$ cat config.mk
export PLATFORM = sky130hd
export DESIGN_NAME = qdar_div
export DESIGN_NICKNAME = d
export VERILOG_FILES = /design/src/design/qdar_pkg.sv /design/src/design/qdar_div.sv
export SDC_FILE = /design/constraint.sdc
export NUM_CORES = 1
export LEC_CHECK = 0
export ABC_AREA = 1
export BUFFER_PORTS_ARGS = -buffer_cell sky130_fd_sc_hd__buf_2
export CAP_MARGIN = 30
export CELL_PAD_IN_SITES_DETAIL_PLACEMENT = 1
export CELL_PAD_IN_SITES_GLOBAL_PLACEMENT = 1
export CORE_MARGIN = 10
export CORE_UTILIZATION = 30
export CTS_BUF_LIST = sky130_fd_sc_hd__clkbuf_4 sky130_fd_sc_hd__clkbuf_8
export DETAILED_ROUTE_END_ITERATION = 7
export GPL_TIMING_DRIVEN = 0
export PLACE_DENSITY_LB_ADDON = 0.1
export SLEW_MARGIN = 5
export SYNTH_ARGS = -nofsm -noshare
export SYNTH_HDL_FRONTEND = slang
export SYNTH_SLANG_ARGS = --single-unit
$ cat constraint.sdc
create_clock -name clk -period 4.5 [get_ports clk]
set_input_delay 0.45 -clock clk [delete_from_list [all_inputs] [get_ports clk]]
set_output_delay 0.45 -clock clk [all_outputs]
set_load 0.005 [all_outputs]
$ cat src/design/qdar_pkg.sv
// shared types, constants and tables of the quaternion delta rate block
`timescale 1ns / 1ps

package qdar_pkg;

    localparam int QW         = 16;  // quaternion component width
    localparam int OW         = 15;  // output field width
    localparam int WIDE_W     = 52;  // working quaternion accumulator
    localparam int SRC_W      = 32;  // shrunk operand quaternion
    localparam int MUL_W      = 33;  // shared multiplier operand
    localparam int PROD_W     = 64;  // kept product bits
    localparam int CORDIC_W   = 34;
    localparam int Z_W        = 33;
    localparam int ROOT_W     = 64;
    localparam int DEN_W      = 49;
    localparam int QUOT_W     = 16;
    localparam int CNT_W      = 5;
    localparam int CFG_IDX_W  = 3;
    localparam int OUT_FRAC   = 12;
    localparam int ANG_SHIFT  = 30 - OUT_FRAC;
    localparam int SMALL_SH   = 16;
    localparam int CORDIC_STEPS = 16;
    localparam int SHRINK_BIT = 30;

    typedef enum logic [CFG_IDX_W-1:0] {
        CFG_EXT_EN = 3'd0,
        CFG_EXT_W  = 3'd1,
        CFG_EXT_X  = 3'd2,
        CFG_EXT_Y  = 3'd3,
        CFG_EXT_Z  = 3'd4
    } cfg_idx_t;

    typedef enum logic [3:0] {
        ST_IDLE,
        ST_MUL,
        ST_MAX,
        ST_SHIFT,
        ST_NEG,
        ST_SQ,
        ST_SQRT,
        ST_BRANCH,
        ST_CORDIC,
        ST_PROD,
        ST_DIVGO,
        ST_DIVWAIT,
        ST_DONE
    } state_t;

    // which quaternion product is running
    typedef enum logic [1:0] {
        PASS_REL,
        PASS_EC,
        PASS_TE,
        PASS_FIN
    } pass_t;

    typedef struct packed {
        logic                start;
        logic [PROD_W-1:0]   num;
        logic [DEN_W-1:0]    den;
    } div_req_t;

    typedef struct packed {
        logic                done;
        logic [QUOT_W-1:0]   quot;
    } div_rsp_t;

    // atan(2^-i) in Q30 radians
    function automatic logic [29:0] atan_q30(input logic [CNT_W-1:0] i);
        logic [29:0] v;
        unique case (i)
            5'd0:  v = 30'h3243F6A8;
            5'd1:  v = 30'h1DAC6705;
            5'd2:  v = 30'h0FADBAFC;
            5'd3:  v = 30'h07F56EA6;
            5'd4:  v = 30'h03FEAB76;
            5'd5:  v = 30'h01FFD55B;
            5'd6:  v = 30'h00FFFAAA;
            5'd7:  v = 30'h007FFF55;
            5'd8:  v = 30'h003FFFEA;
            5'd9:  v = 30'h001FFFFD;
            5'd10: v = 30'h000FFFFF;
            5'd11: v = 30'h0007FFFF;
            5'd12: v = 30'h0003FFFF;
            5'd13: v = 30'h0001FFFF;
            5'd14: v = 30'h0000FFFF;
            5'd15: v = 30'h00007FFF;
            5'd16: v = 30'h00003FFF;
            5'd17: v = 30'h00001FFF;
            5'd18: v = 30'h00000FFF;
            5'd19: v = 30'h000007FF;
            5'd20: v = 30'h000003FF;
            5'd21: v = 30'h000001FF;
            5'd22: v = 30'h000000FF;
            5'd23: v = 30'h0000007F;
            5'd24: v = 30'h0000003F;
            5'd25: v = 30'h0000001F;
            5'd26: v = 30'h0000000F;
            5'd27: v = 30'h00000008;
            5'd28: v = 30'h00000004;
            5'd29: v = 30'h00000002;
            5'd30: v = 30'h00000001;
            default: v = 30'h00000000;
        endcase
        return v;
    endfunction

    // minus signs of the hamilton product, output k, term j
    function automatic logic term_neg(input logic [1:0] k, input logic [1:0] j);
        logic n;
        unique case ({k, j})
            4'b0001, 4'b0010, 4'b0011, 4'b0111, 4'b1001, 4'b1110: n = 1'b1;
            default: n = 1'b0;
        endcase
        return n;
    endfunction

    // signed result from magnitude, saturated to the output range
    function automatic logic signed [OW-1:0] sat_rate(input logic neg,
                                                     input logic [QUOT_W-1:0] q);
        logic signed [QUOT_W:0] v;
        logic signed [OW-1:0]   r;
        v = neg ? -$signed({1'b0, q}) : $signed({1'b0, q});
        if (v > 17'sd16383)
            r = 15'sd16383;
        else if (v < -17'sd16384)
            r = -15'sd16384;
        else
            r = v[OW-1:0];
        return r;
    endfunction

endpackage

$ cat src/design/qdar_div.sv
// restoring divider with a 16-bit quotient, one bit per cycle
`timescale 1ns / 1ps

module qdar_div
    import qdar_pkg::*;
(
    input  logic     clk,
    input  logic     rst_n,
    input  div_req_t req,
    output div_rsp_t rsp
);

    logic                busy_reg;
    logic                done_reg;
    logic [3:0]          cnt_reg;
    logic [PROD_W-1:0]   rem_reg;
    logic [PROD_W-1:0]   dsh_reg;
    logic [QUOT_W-1:0]   quot_reg;
    logic                ge;

    // trial subtract of the shifted divisor
    assign ge = (rem_reg >= dsh_reg);

    // control
    always_ff @(posedge clk or negedge rst_n)
    begin
        if (!rst_n)
        begin
            busy_reg <= 1'b0;
            done_reg <= 1'b0;
            cnt_reg  <= '0;
        end
        else
        begin
            done_reg <= 1'b0;
            if (req.start)
            begin
                busy_reg <= 1'b1;
                cnt_reg  <= 4'(QUOT_W - 1);
            end
            else if (busy_reg)
            begin
                if (cnt_reg == '0)
                begin
                    busy_reg <= 1'b0;
                    done_reg <= 1'b1;
                end
                else
                begin
                    cnt_reg <= cnt_reg - 4'd1;
                end
            end
        end
    end

    // remainder and quotient
    always_ff @(posedge clk)
    begin
        if (req.start)
        begin
            rem_reg  <= req.num;
            dsh_reg  <= {req.den, {(QUOT_W - 1){1'b0}}};
            quot_reg <= '0;
        end
        else if (busy_reg)
        begin
            if (ge)
                rem_reg <= rem_reg - dsh_reg;
            quot_reg <= {quot_reg[QUOT_W-2:0], ge};
            dsh_reg  <= dsh_reg >> 1;
        end
    end

    assign rsp.done = done_reg;
    assign rsp.quot = quot_reg;

endmodule

# Yosys cells after proc, flatten, opt, wreduce, memory -nomap -nowiden
# Index checks and enable logic that the tools add are counted.
[op_classes] eq_ne=1 order_cmp=1 n_mux=14 n_reduce_logical=5 bitwise_logic=0 n_shift=0 n_div=0 multipliers=0 add_sub_neg=2
[ops] operator="$mux W64" count=5
[ops] operator="$ge A64 B64 Y1" count=1
[ops] operator="$sub A64 B64 Y64" count=1
[ops] operator="$mux W4" count=3
[ops] operator="$mux W1" count=6
[ops] operator="$logic_not A4 Y1" count=1
[ops] operator="$reduce_and A2 Y1" count=2
[ops] operator="$reduce_bool A2 Y1" count=2
[ops] operator="$sub A4 B1 Y4 const B" count=1
[ops] operator="$ne A2 B2 Y1 const B" count=1
[totals] ramBits=0 elab_cells=30 latch_bits=0 mem_bits_ro=0 inputBits=116 out_inout_bits=17 memories=0 reg_bits=150

# Longest topological paths before layout
# Gate-level depths: netlist (run 1).
[logic_depth] depth_word=4 depth_mapped=17 depth_no_buf=17

# Worst setup path after synthesis (run 1)
# No wires, ideal clock.
[synth_timing] path_type="register -> register" from="register rem_reg[0]" to="register rem_reg[0], enable pin" period_less_slack_ns=3.496 path_slack_ns=1.004 path_stages_with_launch=17 required_ns=3.807 setup_ns=0.693 arrival_time_ns=2.803 path_buffers=0 path_cell_list="edfxtp_1 inv_1 ha_1 inv_1 fa_1 nand3_1 nand3_2 nand2_1 nand2_2 nand2_1 nand2_2 nand2_1 nand3_1 nand2_1 nand2_1 nand2_1 nand2_1"
[synth_via] elab_chain_len=3
[synth_rtl] item="start, declared" line_no="qdar_div.sv:16" source="logic [PROD_W-1:0] rem_reg;"
[synth_rtl] item="start signal, assigned" line_no="qdar_div.sv:61" source="rem_reg <= req.num;"
[synth_rtl] item="start signal, assigned" line_no="qdar_div.sv:68" source="rem_reg <= rem_reg - dsh_reg;"
[synth_rtl] item="$ge A64 B64 Y1" line_no="qdar_div.sv:22" source="assign ge = (rem_reg >= dsh_reg);"
[synth_rtl] item="$reduce_bool A2 Y1 (no source line)"
[synth_rtl] item="$reduce_and A2 Y1 (no source line)"
# No other way between the ends.
# A chain may end at the register's enable or synchronous reset.

# Worst setup path after layout (run 1)
[layout_timing] from="register rem_reg[0]" to="register rem_reg[37], enable pin"
# The elaborated chain is that of the path after synthesis.

==> results of run 1 <==
-- per-layer routing --
metal | up-vias | global-route usage (%) | share of wire, %
li1 | 6007 | - | -
met1 | 5256 | 25.8 | 51
met2 | 125 | 29.9 | 45
met3 | 26 | 2.70 | 2.7
met4 | 0 | 4.82 | 1.3
met5 | - | 0 | 0
-- power by group --
group | switching (mW) | internal [mW] | leakage [nW]
combinational | 4.07 | 1.80 | 5.69
clock | 0.610 | 0.572 | 0.222
sequential | 0.126 | 2.00 | 1.52
-- Yosys cell counts, drive strengths merged, types with 11 or more instances --
| cell | instances |
|---|---|
| a21oi | 50 |
| clkbuf | 27 |
| dfxtp | 31 |
| edfxtp | 113 |
| ha | 65 |
| inv | 403 |
| nand2 | 767 |
| nand3 | 89 |
| nand4 | 11 |
| nor2 | 116 |
| nor3 | 17 |
| o21ai | 87 |
| o22ai | 27 |
| xnor2 | 20 |
-- metrics by stage --
| stage | area (um2) | hold slack, ns | TNS (ns) |
|---|---|---|---|
| floorplan | 12000 | 0.154 | 0 |
| global placement | 13300 | 0.289 | -27.75 |
| detailed placement | 13400 | 0.284 | 0 |
| CTS | 13800 | 0.112 | 0 |
| global route | 13800 | 0.147 | 0 |
| finish | 13800 | 0.159 | 0 |
-- cells by family after synthesis --
logic type	synth area share (%)
DFF	34.6
xor gates and xnor gates	1.60
adders and majority gates	6.92
AOI/OAI and AO/OA	7.39
buffers and inverters	13.7
and+or+nand+nor	35.8
-- path summary, 6_finish.rpt --
path                                end  slack, ns  depth (start not counted)
setup / recovery            rem_reg[37]       1.29                         17
hold reg to reg            quot_reg[15]       0.47                          2
hold / removal              dsh_reg[63]       0.16                          3
max in group asynchronous    cnt_reg[2]       4.08                          2
setup reg to reg            rem_reg[37]       1.29                         17
min in group asynchronous    cnt_reg[0]       0.26                          2
-- layout make-up --
type,count,area (um2),area share [%]
inverter,405,1520,11.0
tap,525,657,4.75
timing repair buffer,134,706,5.10
clock buffer,18,241,1.74
buffer,32,133,0.958
multi-input combinational,1274,6230,45.0
sequential,150,4160,30.1
clock inverter,14,188,1.36
-- critical path: cells and delay by family, from the launching register on --
kind / cells / cell delay [ns]
AND/OR/NAND/NOR: 12 / 1.45
flip-flops: 1 / 0.38
adder cells (fa/ha/maj): 2 / 0.59
buffers and inverters: 3 / 0.44
==> out/qor.yml, run 1 <==
vias: 11400
yosysUniqueCellTypes: 39
rows: 73
hold_buffers: 1
ios: 133
layout_min_cycle_time_ns: 3.21
crit_type: "reg2reg"
syn_avg_cell_area_um2: 6.47
r2r-start: "rem_reg[0]"
final_cell_mix: "nand2_1 (739), inv_1 (397), buf_2 (135)"
final_common_cell: "nand2_1"
cp_slowest_cell: "fa_1"
grt_overflow_total: 0
power.leakage_nw: 7.43
grt_pass1_wl_mm: 68.5
core_mm2: 0.0397
dp_slack_ns: 1.29
crit_chain: "inv_1, ha_1, inv_1, fa_1, nand3_1, nand3_2, nand2_1, nand2_2, nand2_1, nand2_2, nand2_1, nand3_1, nand2_1, nand2_1, nand2_1, nand2_4, buf_12"
yosys-top-cells-area: "edfxtp_1 (28%), nand2_1 (23%), inv_1 (12%)"
crit_top_cell: "nand2_1"
grt_usage_pct: 18.7
syn2layout_area_growth_pct: 15.0
peakVddDrop_mv: 0.214
status: "finished, final reports clean"
synth_edf_count: 113
grt_max_degree: 34
wl_mm: 44.7
post-dp-hpwl_mm: 38.4
cp_slowest_stage_delay_ns: 0.46
yosys.area.top_type_share_pct: 28.2
start_kind: "flop"
cts_tree: "done"
seq_area_frac_synth_pct: 34.6
drv_slew: 0
synth_area_mm2: 0.0120
ys_warn_count: 0
utilization_pct: 34.8
antenna_found_initial: 2
die_area_mm2: 0.0485
fmax_ghz: 0.311
crit_path_end_kind: "flop"
cts_buffers: 17
cp.arrival_ns: 3.47
required_ns: 4.75
drive_above_1_share_pct: 12.5
first_pass_iters: 4
antenna_left: 0
synth-async-reset-ratio_pct: 4.00
cts_root_buf: "clkbuf_8"
period_share_pct: 71.4
crit_start: "rem_reg[0]"
fin_cells: 2552
ys.flop_type: "edfxtp_1"
post-cts-setup-buffer-count: 0
rsz0062_at_grt: "no"
yosysTopAreaCell: "edfxtp_1"
htree_levels: 4
max_slew.worst_pin.slew_ns: 0.880
relSlewSlack_pct: 41.3
clk_pin_slew_ns: 0.11
setup_viol: 0
post_cts_resized: 0
final_nets: 2196
syn_nets: 2043
start_util_pct: 30.3
dp.cells: 2519
grt_pass1_vias: 12000
gp_congestion: 0.882
clock_sinks: 150
fill_cells: 5214
die_height_um: 220
numPortBuffers: 131
netlist_instances: 1861
power_mw: 9.18
hold_start: "req[48]"
powerDensity_mw_per_mm2: 663
drc: 0
ys_ff_latch: 150
crit_path_max_fanout: 33
clkLatencyLatePin_ns: 0.54
die_w_um: 220
clk_path_buf_depth: 2
cap_viol_max_count: 0
fin_ws_ns: 1.29
clock_skew_ns: 0.0221
drt_iter0_drc: 577
viasPerCell: 4.47
hp-class: "in2reg"
num_antenna_cells: 0
post_drt_wl_per_cell_um: 17.5
hold_violations: 0
(Power assumes the default switching activity.)
==> inputs of run 2 (changes only) <==
==> constraint.sdc (replaced) <==
create_clock -name clk -period 2.7 [get_ports clk]
set_input_delay 0.27 -clock clk [delete_from_list [all_inputs] [get_ports clk]]
set_output_delay 0.27 -clock clk [all_outputs]
set_load 0.005 [all_outputs]
==> out/qor.yml, run 2 (synthesis gave the netlist of run 1 again) <==
tns_ns: 0  # unchanged
relSlewSlack_pct: 35.1  # -6.2 points
fin_ws_ns: 0.113  # -1.17 ns
die_w_um: 220  # unchanged
powerDensity_mw_per_mm2: 1050  # +59%
drt_iter0_drc: 443  # -23%
layout_min_cycle_time_ns: 2.59  # -0.625 ns
setup_viol: 0  # unchanged
numPortBuffers: 131  # unchanged
post_drt_wl_per_cell_um: 17.7  # +0.95%
vias: 12100  # +5.9%
power.share.combinational_pct: 66.6  # +2.6 points
path_buf_inv: 1  # -2
clkLatencyLatePin_ns: 0.55  # about the same
ios: 133  # unchanged
fmax_ghz: 0.387  # +24%
power.internal_mw: 7.58  # +73%
cp_slowest_cell: "edfxtp_1"
post-dp-hpwl_mm: 38.1  # -0.67%
cp.arrival_ns: 2.89  # -0.58 ns
place_area_mm2: 0.0134  # -0.15%
num_antenna_cells: 0  # unchanged
hold_ws_ns: 0.0393  # -0.120 ns
grt_pass1_wl_mm: 72.6  # +6.0%
clock_sinks: 150  # unchanged
power.leakage_nw: 7.95  # +7.0%
rsz0062_at_grt: "yes"
gp_congestion: 0.894  # +1.4%
antenna_found_initial: 0  # -2
clkPwrFrac_pct: 11.2  # -1.7 points
crit_top_cell: "nand2_1"
antenna_left: 0  # unchanged
hold_start: "req[7]"
crit_start: "rem_reg[9]"
hp-class: "in2reg"
viasPerCell: 4.52  # +1.1%
r2r-start: "rem_reg[9]"
final_common_cell: "nand2_1"
cts_root_buf: "clkbuf_8"
final_nets: 2317  # +5.5%
crit_path_end_kind: "flop"
start_util_pct: 30.3  # unchanged
hold_violations: 0  # unchanged
fin_area_mm2: 0.0152  # +10%
fill_cells: 5203  # -0.21%
required_ns: 3.00  # -1.75 ns
crit_type: "reg2reg"
clk_pin_slew_ns: 0.10  # about the same
period_share_pct: 95.8  # +24 points
cts_buffers: 17  # unchanged
drc: 0  # unchanged
cp_slowest_stage_delay_ns: 0.38  # -0.08 ns
grt_max_degree: 32  # -5.9%
clock_skew_ns: 0.0185  # -0.00367 ns
dp_slack_ns: -0.629  # -1.92 ns
peakVddDrop_mv: 0.418  # +95%
final_cell_mix: "nand2_1 (729), inv_1 (395), buf_2 (135)"
max_slew.worst_pin.slew_ns: 0.973  # +0.0928 ns
core_mm2: 0.0397  # unchanged
cts_tree: "done"
crit_chain: "ha_1, nand2_2, inv_1, nand2_1, nand2_1, nand3b_2, nand2_1, nand2_1, nand2_2, nand3_1, nand3_1, nand2_1"
grt_usage_pct: 19.8  # +1.1 points
grt_overflow_total: 0  # unchanged
cp_top_family: "simple AND/OR/NAND/NOR gates"
die_height_um: 220  # unchanged
status: "finished, final reports clean"
clk_path_buf_depth: 2  # unchanged
htree_levels: 4  # unchanged
crit_path_max_fanout: 4  # -88%
rows: 73  # unchanged
first_pass_iters: 5  # +1
grt_pass1_vias: 12700  # +6.2%
sw_frac_of_total_pct: 52.7  # +0.42 points
syn2layout_area_growth_pct: 26.5
drive_above_1_share_pct: 13.9  # +1.4 points
cap_viol_max_count: 0  # unchanged
drv_slew: 0  # unchanged
start_kind: "flop"
wl_mm: 47.2  # +5.7%
die_area_mm2: 0.0485  # unchanged
power_switching_mw: 8.46  # +76%
seqPwrFrac_pct: 22.1  # -1.1 points
-- run 2: changes by cell type in the layout (fill, tap and decap cells not counted), sizes merged --
cell,previous run,this run
dlygate4sd3,1,105
buf,138,148
nand2,767,774
bufinv,3,1
clkinv,5,7
clkinvlp,0,1
inv,411,410
-- run 2: final timing paths --
| check | endpoint | slack, ns | cells after the start |
|---|---|---|---|
| max | rem_reg[51] | 0.11 | 12 |
| min | dsh_reg[22] | 0.04 | 3 |
| min in group asynchronous | done_reg | 0.06 | 2 |
| max in group asynchronous | cnt_reg[0] | 2.48 | 2 |
| max reg2reg | rem_reg[51] | 0.11 | 12 |
| min reg2reg | quot_reg[15] | 0.47 | 2 |
-- run 2: power groups by stage --
stage                     Combinational (mW)  Clock, mW  Sequential, mW
final                                   10.7       1.80            3.55
after global routing                    12.1       1.95            3.62
after CTS                               10.4       1.88            3.55
after detailed placement                9.85          0            3.61
after global placement                  9.71          0            3.58
after floorplan                         6.76          0            3.54
-- run 2: worst register-to-register path, cell delays in order (launching register included) --
cell and delay, ns:
edfxtp_1 0.38, ha_1 0.38, nand2_2 0.14, inv_1 0.06, nand2_1 0.06, nand2_1 0.10, nand3b_2 0.33, nand2_1 0.12
nand2_1 0.23, nand2_2 0.21, nand3_1 0.09, nand3_1 0.18, nand2_1 0.06
-- run 2: area by class of cell --
cell class                      instances  area (um2)  share of cell area, %
Inverter                              405        1520                   9.99
Timing Repair Buffer                  248        1840                   12.1
Multi-Input combinational cell       1281        6530                   42.9
Buffer                                 32         133                  0.871
Clock inverter                         14         140                  0.920
Sequential cell                       150        4160                   27.4
Tap cell                              525         657                   4.31
Clock buffer                           18         241                   1.59
-- run 2: metrics by stage --
step	std cells	utilization, %	total power [mW]
2_1_floorplan	1861	-	10.3
3_3_place_gp	2517	33.6	13.3
3_5_place_dp	2518	33.7	13.5
4_1_cts	2664	37.8	15.9
5_1_grt	2673	38.3	17.6
6_report	2673	38.3	16.0
-- run 2: repair_timing --
action / in CTS / in global routing
setup buffers: 3 / 8
gates resized for setup: 25 / 26
hold buffers: 105 / 0
endpoints found under the setup margin: 66 / 71
endpoints found under the hold margin: 110 / 0
pin swaps: 5 / 6
gates cloned: 6 / 1
-- run 2: metal layers --
layer	global-route usage (%)	wire length, um	vias to the layer above
met5	0	0	-
met4	5.41	740	0
met3	2.69	1090	36
met2	33.1	22100	127
met1	26.3	23300	5643
li1	-	-	6276
==> inputs of run 3 (changes only) <==
--- a/config.mk
+++ b/config.mk
@@ -8,14 +8,11 @@
 export ABC_AREA = 1
 export BUFFER_PORTS_ARGS = -buffer_cell sky130_fd_sc_hd__buf_2
 export CAP_MARGIN = 30
-export CELL_PAD_IN_SITES_DETAIL_PLACEMENT = 1
-export CELL_PAD_IN_SITES_GLOBAL_PLACEMENT = 1
 export CORE_MARGIN = 10
 export CORE_UTILIZATION = 30
 export CTS_BUF_LIST = sky130_fd_sc_hd__clkbuf_4 sky130_fd_sc_hd__clkbuf_8
 export DETAILED_ROUTE_END_ITERATION = 7
 export GPL_TIMING_DRIVEN = 0
-export PLACE_DENSITY_LB_ADDON = 0.1
 export SLEW_MARGIN = 5
 export SYNTH_ARGS = -nofsm -noshare
 export SYNTH_HDL_FRONTEND = slang
==> constraint.sdc (replaced) <==
create_clock -name clk -period 2.2 [get_ports clk]
set_input_delay 0.22 -clock clk [delete_from_list [all_inputs] [get_ports clk]]
set_output_delay 0.22 -clock clk [all_outputs]
set_load 0.005 [all_outputs]
==> out/qor.yml, run 3 (synthesis gave the netlist of run 1 again) <==
gp_congestion: 0.923  # +3.2%
drt_iter0_drc: 789  # +78%
numPortBuffers: 131  # unchanged
post-dp-hpwl_mm: 34.7  # -9.0%
htree_levels: 4  # unchanged
grt_pass1_vias: 12400  # -2.2%
cts_buffers: 17  # unchanged
ios: 133  # unchanged
power.leakage_nw: 9.00  # +13%
r2r-start: "rem_reg[17]"
core_mm2: 0.0397  # unchanged
syn2layout_area_growth_pct: 51.5
first_pass_iters: 5  # unchanged
drv_slew: 0  # unchanged
antenna_left: 0  # unchanged
cts_root_buf: "clkbuf_8"
viasPerCell: 4.57  # +1.2%
relSlewSlack_pct: 38.7  # +3.6 points
cts_tree: "done"
hp-class: "in2async"
grt_overflow_total: 0  # unchanged
tns_ns: -13.57  # -13.57 ns
powerDensity_mw_per_mm2: 1390  # +32%
status: "finished with violations"
num_antenna_cells: 0  # unchanged
rows: 73  # unchanged
cp.arrival_ns: 2.65  # -0.24 ns
clk_path_buf_depth: 2  # unchanged
post_drt_wl_per_cell_um: 16.9  # -4.1%
drc: 0  # unchanged
clock_skew_ns: 0.0276  # +0.00915 ns
crit_start: "rem_reg[17]"
crit_path_max_fanout: 8  # +4
clock_sinks: 150  # unchanged
utilization_pct: 45.9  # +7.6 points
required_ns: 2.42  # -0.58 ns
final_common_cell: "nand2_1"
fmax_ghz: 0.412  # +6.6%
die_area_mm2: 0.0485  # unchanged
antenna_found_initial: 0  # unchanged
vias: 12600  # +4.1%
die_w_um: 220  # unchanged
violations: "negative setup slack"
layout_min_cycle_time_ns: 2.43  # -0.160 ns
final_cell_mix: "nand2_1 (589), inv_1 (357), buf_2 (135)"
setup_viol: 87  # +87
peakVddDrop_mv: 0.584  # +40%
crit_path_end_kind: "flop"
grt_usage_pct: 18.7  # -1.1 points
grt_max_degree: 59  # +84%
hold_violations: 0  # unchanged
max_slew.worst_pin.slew_ns: 0.920  # -0.0537 ns
grt_pass1_wl_mm: 70.0  # -3.5%
drive_above_1_share_pct: 32.5  # +19 points
final_nets: 2393  # +3.3%
crit_type: "reg2reg"
r2r_cells: 12  # unchanged
r2r-end: "rem_reg[61]"
hold_ws_ns: 0.0273  # -0.0119 ns
wl_mm: 46.6  # -1.4%
cap_viol_max_count: 0  # unchanged
die_height_um: 220  # unchanged
r2r_slack_ns: -0.23  # -0.34 ns
clkLatencyLatePin_ns: 0.53  # -0.02 ns
start_kind: "flop"
start_util_pct: 30.3  # unchanged
fin_ws_ns: -0.227  # -0.340 ns
rsz0062_at_grt: "yes"
clk_pin_slew_ns: 0.12  # +0.02 ns
period_share_pct: 110  # +15 points
==> run 3: through the flow <==
step	total power [mW]	area, um2	setup slack [ns]	cells
after floorplan	12.7	12100	-0.105	1861
after global placement	15.9	13400	-0.747	2517
after detailed placement	16.1	13400	-0.787	2517
after CTS	22.2	16700	-0.336	2698
after global routing	27.2	18200	-0.308	2749
final	25.4	18200	-0.227	2749
==> run 3: worst max path at each step <==
stage               cells after the start  slack (ns)           to
floorplan                              16       -0.11   rem_reg[0]
finish                                 12       -0.23  rem_reg[61]
detailed placement                     11       -0.79  rem_reg[30]
CTS                                    11       -0.34   rem_reg[6]
global route                           17       -0.31  rem_reg[26]
global placement                       11       -0.75  rem_reg[33]
==> run 3: worst max-delay path: stages (launching register included) <==
cell and delay, ns:
edfxtp_1 0.44, ha_4 0.34, nand2_4 0.08, nor2_4 0.17, nand2_4 0.09, nor2_4 0.16
nand4_1 0.14, nand3_2 0.11, nand2_2 0.06, nand2_4 0.09, nand2_8 0.11, buf_12 0.17
nand2_8 0.14
==> run 3: routing by layer <==
layer / global-route usage (%) / vias to the layer above / part of all wire (%) / wire [um]
met5: 0 / - / 0 / 0
met4: 5.18 / 0 / 1.9 / 880
li1: - / 6438 / - / -
met2: 29.6 / 300 / 45 / 21100
met3: 3.00 / 41 / 4.7 / 2180
met1: 26.0 / 5794 / 48 / 22400
==> run 3: power by group <==
group          switching, mW  internal (mW)  total (mW)
Combinational           10.9           7.49        18.4
Clock                   1.40          0.989        2.39
Sequential             0.528           4.12        4.65
==> run 3: what timing repair did <==
item                                    4_1_cts  5_1_grt
buffers inserted                             31       52
hold endpoints to repair                    116        0
hold buffers                                111        0
gates cloned                                  7        0
pin swaps                                    66      143
gates resized for setup                     269      296
endpoints found under the setup margin      117      115
==> run 3: area by class of cell <==
type | count | area, um2
flip-flops and latches | 150 | 4160
repair buffers | 324 | 2570
fillers | 4021 | 21500
plain buffers | 32 | 134
clock inverters | 15 | 201
clock buffers | 17 | 234
inverters | 405 | 1520
well taps | 525 | 657
multi-input cells | 1281 | 8760
